**src/hw/rtl/indexed_list_store_defines.svh**
```systemverilog
// Assertion macros used by the list store RTL.
`ifndef INDEXED_LIST_STORE_DEFINES_SVH
`define INDEXED_LIST_STORE_DEFINES_SVH
`ifndef NO_ASSERTIONS
// Checked at every rising edge, masked while reset is high.
`define ILS_ASSERT(lbl, prop, msg) \
  lbl: assert property (@(posedge clk) disable iff (rst) (prop)) else $error(msg);
// Checked at every rising edge, reset included.
`define ILS_ASSERT_ALWAYS(lbl, prop, msg) \
  lbl: assert property (@(posedge clk) (prop)) else $error(msg);
`else
`define ILS_ASSERT(lbl, prop, msg)
`define ILS_ASSERT_ALWAYS(lbl, prop, msg)
`endif
`endif

```
**src/hw/rtl/ils_pkg.sv**
```systemverilog
// Types, widths and codes for the indexed list store.
package ils_pkg;

  localparam int CAPACITY = 64;
  localparam int ADDR_W   = $clog2(CAPACITY);
  localparam int CNT_W    = $clog2(CAPACITY + 1);
  localparam int CMD_W    = 3;
  localparam int IDX_W    = 7;
  localparam int DATA_W   = 32;
  localparam int ST_W     = 2;
  localparam int LEN_W    = 7;
  localparam int CMP_W    = (CNT_W > IDX_W) ? CNT_W : IDX_W;

  typedef logic [ADDR_W-1:0] addr_t;
  typedef logic [CNT_W-1:0]  cnt_t;
  typedef logic [CMP_W-1:0]  cmp_t;
  typedef logic [DATA_W-1:0] data_t;
  typedef logic [ST_W-1:0]   status_t;
  typedef logic [CMD_W-1:0]  cmd_t;

  localparam cmd_t CMD_READ = 3'd0;
  localparam cmd_t CMD_HEAD = 3'd1;
  localparam cmd_t CMD_TAIL = 3'd2;
  localparam cmd_t CMD_AT   = 3'd3;
  localparam cmd_t CMD_DEL  = 3'd4;

  localparam status_t ST_DONE  = 2'd0;
  localparam status_t ST_RANGE = 2'd1;
  localparam status_t ST_FULL  = 2'd2;

  localparam data_t READ_MISS = '1;

endpackage

```
**src/hw/rtl/indexed_list_store.sv**
```systemverilog
// Indexed list store: ordered list of 32-bit values in a RAM with insert/delete by shifting.
// A read passes through S_RD to the hand-over state S_FIN; a rejected or unknown command goes
//   straight to S_FIN; an insert or delete first shifts entries through S_MV_RD and S_MV_WR.
// One command at a time: the next command is taken the cycle after the result registers, later
//   while it is held; each RAM move reads the source entry, then writes it to its new slot.
// Reset clears the length, sequencer and result valid; list RAM is not cleared.
`include "indexed_list_store_defines.svh"

module indexed_list_store (
  input  logic                clk,
  input  logic                rst,
  // command channel
  input  logic                cmd_valid,
  output logic                cmd_stall,
  input  logic [2:0]          command,
  input  logic [6:0]          index,
  input  logic signed [31:0]  value,
  // result channel
  output logic                res_valid,
  input  logic                res_stall,
  output logic signed [31:0]  read_value,
  output logic [1:0]          status,
  output logic [6:0]          length
);

  // Sequencer states
  localparam logic [2:0] S_IDLE  = 3'd0;  // waiting for a command
  localparam logic [2:0] S_RD    = 3'd1;  // read data arrives from RAM
  localparam logic [2:0] S_MV_RD = 3'd2;  // test end of shift (on insert, place the new value), else fetch next source
  localparam logic [2:0] S_MV_WR = 3'd3;  // write fetched entry to its new slot
  localparam logic [2:0] S_FIN   = 3'd4;  // hand result to output register

  logic [2:0]       state, state_next;
  ils_pkg::cnt_t    count, count_next;
  ils_pkg::cnt_t    ptr, ptr_next;       // slot being filled during a shift
  ils_pkg::cnt_t    pos, pos_next;       // insert target
  logic             ins, ins_next;       // shift direction: 1 up (insert), 0 down
  ils_pkg::data_t   val, val_next;       // value to insert
  ils_pkg::data_t   res_val, res_val_next;
  ils_pkg::status_t res_st, res_st_next;

  // RAM port signals
  logic             ram_we;
  ils_pkg::addr_t   ram_waddr, ram_raddr;
  ils_pkg::data_t   ram_wdata, ram_rdata;

  logic             cmd_xfer, res_free, full;
  ils_pkg::cmp_t    idx_ext, cnt_ext;
  ils_pkg::cnt_t    ptr_inc, ptr_dec;

  assign cmd_stall = (state != S_IDLE);
  assign cmd_xfer  = cmd_valid && !cmd_stall;
  assign res_free  = !res_valid || !res_stall;
  assign full      = (count == ils_pkg::cnt_t'(ils_pkg::CAPACITY));
  assign idx_ext   = ils_pkg::cmp_t'(index);
  assign cnt_ext   = ils_pkg::cmp_t'(count);
  assign ptr_inc   = ptr + ils_pkg::cnt_t'(1);
  assign ptr_dec   = ptr - ils_pkg::cnt_t'(1);

  ils_ram #(
    .WIDTH (ils_pkg::DATA_W),
    .DEPTH (ils_pkg::CAPACITY)
  ) u_entries (
    .clk   (clk),
    .we    (ram_we),
    .waddr (ram_waddr),
    .wdata (ram_wdata),
    .raddr (ram_raddr),
    .rdata (ram_rdata)
  );

  always_comb begin
    state_next   = state;
    count_next   = count;
    ptr_next     = ptr;
    pos_next     = pos;
    ins_next     = ins;
    val_next     = val;
    res_val_next = res_val;
    res_st_next  = res_st;
    ram_we       = 1'b0;
    ram_waddr    = ils_pkg::addr_t'(ptr);
    ram_wdata    = ram_rdata;
    ram_raddr    = ils_pkg::addr_t'(index);

    case (state)
      S_IDLE: begin
        if (cmd_xfer) begin
          res_val_next = '0;
          res_st_next  = ils_pkg::ST_DONE;
          val_next     = ils_pkg::data_t'(value);
          state_next   = S_FIN;
          case (command)
            ils_pkg::CMD_READ: begin
              // RAM read address is the index itself this cycle
              if (idx_ext < cnt_ext) begin
                state_next = S_RD;
              end else begin
                res_val_next = ils_pkg::READ_MISS;
                res_st_next  = ils_pkg::ST_RANGE;
              end
            end
            ils_pkg::CMD_HEAD, ils_pkg::CMD_TAIL: begin
              if (full) begin
                res_st_next = ils_pkg::ST_FULL;
              end else begin
                ins_next   = 1'b1;
                ptr_next   = count;
                pos_next   = (command == ils_pkg::CMD_HEAD) ? '0 : count;
                state_next = S_MV_RD;
              end
            end
            ils_pkg::CMD_AT: begin
              // range check takes precedence over full
              if (idx_ext > cnt_ext) begin
                res_st_next = ils_pkg::ST_RANGE;
              end else if (full) begin
                res_st_next = ils_pkg::ST_FULL;
              end else begin
                ins_next   = 1'b1;
                ptr_next   = count;
                pos_next   = ils_pkg::cnt_t'(index);
                state_next = S_MV_RD;
              end
            end
            ils_pkg::CMD_DEL: begin
              if (idx_ext >= cnt_ext) begin
                res_st_next = ils_pkg::ST_RANGE;
              end else begin
                ins_next   = 1'b0;
                ptr_next   = ils_pkg::cnt_t'(index);
                state_next = S_MV_RD;
              end
            end
            default: begin
              // unknown command: no change, done status
            end
          endcase
        end
      end

      S_RD: begin
        res_val_next = ram_rdata;
        state_next   = S_FIN;
      end

      S_MV_RD: begin
        if (ins) begin
          if (ptr == pos) begin
            // gap has reached the target slot: drop the new value in
            ram_we     = 1'b1;
            ram_waddr  = ils_pkg::addr_t'(pos);
            ram_wdata  = val;
            count_next = count + ils_pkg::cnt_t'(1);
            state_next = S_FIN;
          end else begin
            ram_raddr  = ils_pkg::addr_t'(ptr_dec);
            state_next = S_MV_WR;
          end
        end else begin
          if (ptr_inc >= count) begin
            count_next = count - ils_pkg::cnt_t'(1);
            state_next = S_FIN;
          end else begin
            ram_raddr  = ils_pkg::addr_t'(ptr_inc);
            state_next = S_MV_WR;
          end
        end
      end

      S_MV_WR: begin
        ram_we     = 1'b1;
        ram_waddr  = ils_pkg::addr_t'(ptr);
        ram_wdata  = ram_rdata;
        ptr_next   = ins ? ptr_dec : ptr_inc;
        state_next = S_MV_RD;
      end

      S_FIN: begin
        if (res_free) begin
          state_next = S_IDLE;
        end
      end

      default: begin
        state_next = S_IDLE;
      end
    endcase
  end

  // Control state
  always_ff @(posedge clk) begin
    if (rst) begin
      state     <= S_IDLE;
      count     <= '0;
      res_valid <= 1'b0;
    end else begin
      state <= state_next;
      count <= count_next;
      if ((state == S_FIN) && res_free) begin
        res_valid <= 1'b1;
      end else if (!res_stall) begin
        res_valid <= 1'b0;
      end
    end
  end

  // Working and result payload
  always_ff @(posedge clk) begin
    ptr     <= ptr_next;
    pos     <= pos_next;
    ins     <= ins_next;
    val     <= val_next;
    res_val <= res_val_next;
    res_st  <= res_st_next;
    if ((state == S_FIN) && res_free) begin
      read_value <= res_val;
      status     <= res_st;
      length     <= ils_pkg::LEN_W'(count);
    end
  end

  // Length never exceeds the store size
  `ILS_ASSERT_ALWAYS(a_count_bound, rst || (count <= ils_pkg::cnt_t'(ils_pkg::CAPACITY)), "list length above capacity")

  // Length moves by at most one per cycle outside reset
  `ILS_ASSERT(a_count_step, (!$past(rst) && (count != $past(count))) |-> ((count == $past(count) + 1) || (count + 1 == $past(count))), "list length jumped")

  // A new result only ever appears from the hand-over state
  `ILS_ASSERT(a_res_from_fin, $rose(res_valid) |-> ($past(state) == S_FIN), "result raised outside hand-over")

  // RAM is written only while shifting or placing a value
  `ILS_ASSERT(a_we_in_shift, ram_we |-> ((state == S_MV_RD) || (state == S_MV_WR)), "RAM write outside shift")

endmodule

```
**src/hw/rtl/ils_ram.sv**
```systemverilog
// Generic one-write, one-read RAM with registered read data.
module ils_ram #(
  parameter int WIDTH = 32,
  parameter int DEPTH = 64
) (
  input  logic                     clk,
  input  logic                     we,
  input  logic [$clog2(DEPTH)-1:0] waddr,
  input  logic [WIDTH-1:0]         wdata,
  input  logic [$clog2(DEPTH)-1:0] raddr,
  output logic [WIDTH-1:0]         rdata
);

  logic [WIDTH-1:0] mem [DEPTH];

  always_ff @(posedge clk) begin
    if (we) begin
      mem[waddr] <= wdata;
    end
    rdata <= mem[raddr];
  end

endmodule
```
**config.mk**
```make
export PLATFORM = sky130hd
export DESIGN_NAME = indexed_list_store
export DESIGN_NICKNAME = d
export VERILOG_FILES = /design/src/hw/rtl/ils_pkg.sv /design/src/hw/rtl/indexed_list_store.sv /design/src/hw/rtl/ils_ram.sv
export VERILOG_INCLUDE_DIRS = /design/src /design/src/hw/rtl
export SDC_FILE = /design/constraint.sdc
export NUM_CORES = 2
export LEC_CHECK = 0
export BUFFER_PORTS_ARGS = -buffer_cell sky130_fd_sc_hd__buf_2
export CAP_MARGIN = 25
export CORE_MARGIN = 1.5
export CORE_UTILIZATION = 50
export DETAILED_ROUTE_END_ITERATION = 10
export PLACE_DENSITY = 0.75
export REMOVE_ABC_BUFFERS = 1
export SLEW_MARGIN = 20
export SYNTH_ARGS = -nofsm -noshare
export SYNTH_HDL_FRONTEND = slang
export SYNTH_SLANG_ARGS = --single-unit
```
**constraint.sdc**
```tcl
create_clock -name clk -period 7.1 [get_ports clk]
set_input_delay 0.71 -clock clk [delete_from_list [all_inputs] [get_ports clk]]
set_output_delay 0.71 -clock clk [all_outputs]
set_load 0.05 [all_outputs]
```
==> Yosys cells after proc, flatten, opt, wreduce, memory -nomap -nowiden <==
Memory sizes are Yosys's and may differ from the RTL's. A register that Yosys moved wholly into a read port is not among the register bits.
Cells that the tools add are included.
Widths: inputs -> output; s select.
{ "word_totals": {"ramBits": 2048, "memories": 1, "latch_bits": 0, "input_bits": 46, "romBits": 0, "out_inout_bits": 43, "ff_bits": 133, "word_cells": 120} }
{ "classes": {"n_addsub": 4, "mux": 56, "eq_ne": 21, "n_div": 0, "bitwise": 0, "n_lt_le_gt_ge": 4, "multipliers": 0, "reduce_logical": 22, "n_shift": 0} }
{ "memory_table": {"columns": ["memory", "words", "word_bits", "rd", "rd_clocked_by_memory_dff", "write_ports", "line_no", "text"], "rows": [
  ["u_entries.mem", 64, 32, 1, 1, 1, "ils_ram.sv:14", "logic [WIDTH-1:0] mem [DEPTH];"]
]} }
{ "op_table": {"columns": ["op", "count"], "rows": [
  ["$mux 32", 6],
  ["$mux 7", 12],
  ["$pmux 32 s2", 1],
  ["$mux 6", 7],
  ["$pmux 7 s2", 2],
  ["$mux 3", 9],
  ["$pmux 7 s3", 1],
  ["$pmux 3 s5", 1],
  ["$add 7x1->7 const B", 2],
  ["$ge 7x7->1", 2],
  ["$sub 7x1->7 const B", 2],
  ["$eq 3x2->1 const B", 4],
  ["$ne 2x2->1 const B", 6],
  ["$pmux 3 s4", 1],
  ["$mux 1", 11],
  ["$reduce_and 5->1", 2],
  ["$pmux 2 s4", 1],
  ["$reduce_bool 2->1", 4],
  ["$eq 7x7->1", 1],
  ["$eq 7x7->1 const B", 1],
  ["$gt 7x7->1", 1],
  ["$lt 7x7->1", 1],
  ["$eq 3x1->1 const B", 2],
  ["$eq 3x3->1 const B", 2],
  ["15 further kinds", 25]
]} }

==> Logic depth before layout (Yosys ltp) <==
{ "logic_depth": {"ltp_word": 6, "ltp_mapped": 19, "ltp_nobuf": 14} }

==> Modules after synthesis <==
Synthesis repeated with hierarchy kept, for this count alone.
{ "unflattened": {"hier_cells": 3826, "area_unflattened_um2": 84856.4} }
{ "modules_own_cells": {"columns": ["mod", "area_each_um2", "instances", "seq_area_each_um2", "cells_per_inst"], "rows": [
  ["ils_ram", 78502.8, 1, 62139.6, 3323],
  ["indexed_list_store", 6353.6, 1, 3883.7, 503]
]} }

==> Worst setup path before layout <==
Ideal clock, no wire load.
{ "synth_path": {"path_type": "reg-to-reg", "from": "register ptr[1]", "to": "memory u_entries.mem[32][0] (enable)", "n_path_buf": 2, "setup_ns": 0.502, "arrival_time_ns": 4.992, "path_slack_ns": 1.606, "required_ns": 6.598, "path_stages_with_launch": 10, "synth_period_minus_slack_ns": 5.494, "cell_sequence": "edfxtp_1 buf_2 xnor2_1 nand4_1 nor2_1 nand3_1 nand2_1 clkbuf_1 nand3_1 nor4_1"} }
{ "synth_between": {"elab_chain_cells": 6, "word_cells_on_any_way": 9, "cone_classes": "eq/ne: 1; mux: 8"} }
{ "synth_rtl": {"columns": ["element", "line_no", "text"], "rows": [
  ["from (decl)", "indexed_list_store.sv:35", "ils_pkg::cnt_t ptr, ptr_next;"],
  ["from (signal assigned)", "indexed_list_store.sv:210", "ptr <= ptr_next;"],
  ["$eq 7x7->1", "indexed_list_store.sv:149", "if (ptr == pos) begin"],
  ["$mux 1", "indexed_list_store.sv:149", null],
  ["$mux 1", "indexed_list_store.sv:148", "if (ins) begin"],
  ["$pmux 1 s2", "indexed_list_store.sv:86", "case (state)"],
  ["$mux 1", "ils_ram.sv:17", "if (we) begin"],
  ["$mux 1 (not written as such)", "ils_ram.sv:18", "mem[waddr] <= wdata;"],
  ["to (decl)", "ils_ram.sv:14", null]
]} }
Several ways; a longest one is shown, not always the timed one.

==> Worst setup path in the final report <==
{ "layout_path": {"from": "register ptr[0]", "to": "register u_entries.rdata[12], read port of u_entries.mem"} }
{ "layout_between": {"elab_chain_cells": 5, "word_cells_on_any_way": 8, "cone_classes": "add/sub: 2; order compare: 1; eq/ne: 1; mux: 4"} }
{ "layout_rtl": {"columns": ["element", "line_no", "text"], "rows": [
  ["$add 7x1->7", "indexed_list_store.sv:57", "assign ptr_inc = ptr + ils_pkg::cnt_t'(1);"],
  ["$ge 7x7->1", "indexed_list_store.sv:161", "if (ptr_inc >= count) begin"],
  ["$mux 6", "indexed_list_store.sv:161", null],
  ["$mux 6 (*)", "indexed_list_store.sv:148", null],
  ["$mux 6 (*)", "indexed_list_store.sv:86", null],
  ["to (decl)", "ils_ram.sv:11", "output logic [WIDTH-1:0] rdata"]
]} }
Mark *: on every way between the ends. The rest lies on a longest branch, timed or not.
A chain may end at the register's enable or synchronous reset.

==> results.sh <==
export IMPL_post_synth_cell_area_avg_um2=17.05
export IMPL_syn_area_um2=89210
export IMPL_path_cells="ha_1 -> nand3_1 -> xnor2_1 -> ha_1 -> a211o_1 -> o211ai_1 -> o311ai_1 -> o31a_2 -> a22oi_1 -> and2_1 -> nand2_2 -> o32ai_1 -> nor4_1"
export IMPL_ys_seq_area_share_pct=74.01
export IMPL_core_um2=176700
export IMPL_ys_warn_count=0
export IMPL_synth_edf_count=2170
export IMPL_hp_class="primary input to register"
export IMPL_ant_nets=0
export IMPL_nNetsFinal=5473
export IMPL_start_util_pct=50.49
export IMPL_cts_resized_gates=0
export IMPL_antenna_found_initial=4
export IMPL_tightestPinTransition_ns=1.112
export IMPL_status="finished clean"
export IMPL_worstSetupEndpointType="register"
export IMPL_yosys_top_cells_area="edfxtp_1 73%, mux2i_1 12%, mux2_2 2.7%"
export IMPL_period_needed_ns=6.306
export IMPL_ys_types=76
export IMPL_io_pins=89
export IMPL_setup_viol=0
export IMPL_grt_use_met1_pct=31.34
export IMPL_portBuffers=88
export IMPL_die_y_um=425.4
export IMPL_fin_cells=7920
export IMPL_finClkSkew_ns=0.04979
export IMPL_synth_seq_cells=2213
export IMPL_critPathMaxStageDelay_ns=1.05
export IMPL_finalHoldViolCount=0
export IMPL_cts_root_buf="clkbuf_16"
export IMPL_vias=48025
export IMPL_drv_cap=0
export IMPL_path_clk_slew_ns=0.06
export IMPL_worst_path_max_fanout=28
export IMPL_p_per_area_nw_per_um2=305.8
export IMPL_slew_headroom_pct=25.70
export IMPL_fin_crit_sh_pct=88.82
export IMPL_die_area_um2=181000
export IMPL_cts_buffers=207
export IMPL_grt_total_usage_pct=23.71
export IMPL_dp_cells=7510
export IMPL_area_delta_synth_final_pct=12.44
export IMPL_cts_htree_levels=4
export IMPL_grt_pass1_wl_um=314100
export IMPL_drt_initial_drc_count=5963
export IMPL_p_leak_nw=35.71
export IMPL_top_usage_layer="met2"
export IMPL_overflow=0
export IMPL_num_rows=154
export IMPL_clock_latency_ns=0.85
export IMPL_rsz0062_at_grt="false"
export IMPL_totalWireLength_um=217500
export IMPL_grtUsageMet2_pct=37.42
export IMPL_gr_usage_met3_pct=4.362
export IMPL_grt_max_degree=114
export IMPL_criticalPathCategory="register to register"
export IMPL_die_w_um=425.4
export IMPL_syn_instance_count=5232
export IMPL_drcViolationCount=0
export IMPL_critPathMostFrequentCell="ha_1"
export IMPL_wire_per_inst_um=27.46
export IMPL_synthMostInstantiatedCell="edfxtp_1"
export IMPL_cts_buffer_depth=3
export IMPL_netlist_top_cell_by_area="edfxtp_1"
export IMPL_cts_sinks=2213
export IMPL_drive_gt1_share_pct=15.61
export IMPL_crit_arrival_ns=6.99
export IMPL_synth_top_area_share_pct=73.05
export IMPL_post_cts_buffers=0
export IMPL_max_freq_ghz=0.1586
export IMPL_drtPass1Iterations=6
export IMPL_start_kind="register"
export IMPL_crit_required_ns=7.78
export IMPL_ys_async_sr_fraction_pct=0
export IMPL_slew_violations=0
export IMPL_holdBufCountCts=20
export IMPL_power_mw=30.68
export IMPL_synthTopCellsByCount="2,170 x edfxtp_1, 1,101 x mux2i_1, 592 x nand2_1"
export IMPL_worst_ir_drop_vdd_uv=231.4
export IMPL_crit_slowest_cell="o32ai_1"
export IMPL_viasPerCell=6.064
export IMPL_place_congestion=0.8806
export IMPL_synth_main_ff_cell="edfxtp_1"
export IMPL_dp_hpwl_um=121500
export IMPL_tritoncts="done"
export IMPL_grt_pass1_vias=47026
## cell families after synthesis
logic type / synth area share [%]
AND/OR/NAND/NOR: 4.617
AO/OA/AOI/OAI: 3.407
buffers and inverters: 2.083
multiplexers: 15.31
adder cells (fa/ha/maj): 0.3170
flip-flops: 74.01
XOR/XNOR: 0.2553
## registers in the layout (all words and copies together), names as in the netlist
| name | cells |
|---|---|
| state | 3 |
| length | 7 |
| cnt_ext | 7 |
| read_value | 32 |
| res_val | 32 |
| pos | 7 |
| res_valid | 1 |
| ins | 1 |
| ptr | 7 |
| u_entries.rdata | 32 |
| val | 32 |
| res_st | 2 |
| status | 2 |
| u_entries.mem | 2048 |
## metal layers
layer,vias up,share of wire [%]
li1,20781,-
met1,24475,39
met2,2355,47
met3,414,8.7
met4,0,5.7
met5,-,0
## worst paths after layout
kind | from | end | slack [ns] | depth (start not counted)
setup reg to reg | ptr[0] | u_entries.rdata[12] | 0.79 | 13
setup / recovery | ptr[0] | u_entries.rdata[12] | 0.79 | 13
hold / removal | value[0] | val[0] | 0.05 | 1
hold reg to reg | res_val[26] | read_value[26] | 0.41 | 0
## cell usage in the layout, fill, tap and decap left out, types with 88 or more instances in the layout
| cell type | instances |
|---|---|
| a311oi_1 | 129 |
| edfxtp_1 | 2170 |
| mux2_2 | 195 |
| buf_2 | 88 |
| buf_4 | 122 |
| nand2_1 | 592 |
| and3_1 | 134 |
| clkbuf_16 | 208 |
| mux2i_1 | 1101 |
## final cells by class
| class | count | area (µm²) |
|---|---|---|
| fillers | 12887 | 76390 |
| flip-flops and latches | 2213 | 66020 |
| multi-input cells | 2691 | 21970 |
| clock buffers | 257 | 5479 |
| well taps | 2340 | 2928 |
| repair buffers | 273 | 2450 |
| clock inverters | 126 | 1378 |
| inverters | 19 | 71.32 |
| diodes | 1 | 2.502 |
## through the flow
stage | utilization (%) | hold WS [ns] | setup TNS [ns] | instance area, µm² | setup slack, ns
final | 56.77 | 0.04897 | 0 | 100300 | 0.7939
after global routing | 56.76 | 0.03107 | 0 | 100300 | 0.6479
after CTS | 56.66 | 0.002233 | 0 | 100100 | 0.9434
after detailed placement | 52.66 | 0.4045 | 0 | 93050 | 0.9442
after global placement | 52.55 | 0.4021 | 0 | 92850 | 0.9669
after floorplan | - | 0.4003 | -862.43 | 87420 | -27.75
## worst max-delay path: cells and delay by family, from the launching register on
family / cells / cell delay (ns)
AND/OR/NAND/NOR: 4 / 1.63
adder cells (fa/ha/maj): 2 / 0.63
XOR/XNOR: 1 / 0.30
AO/OA/AOI/OAI: 6 / 2.80
flip-flops: 1 / 0.73
## report_power, final
group          internal, mW  switching, mW  leakage [nW]
Clock                  6.30           4.79          3.31
Sequential             15.5          0.193          19.8
Combinational          1.19           2.66          12.6
Note: power is estimated with default switching activity, not from simulation.
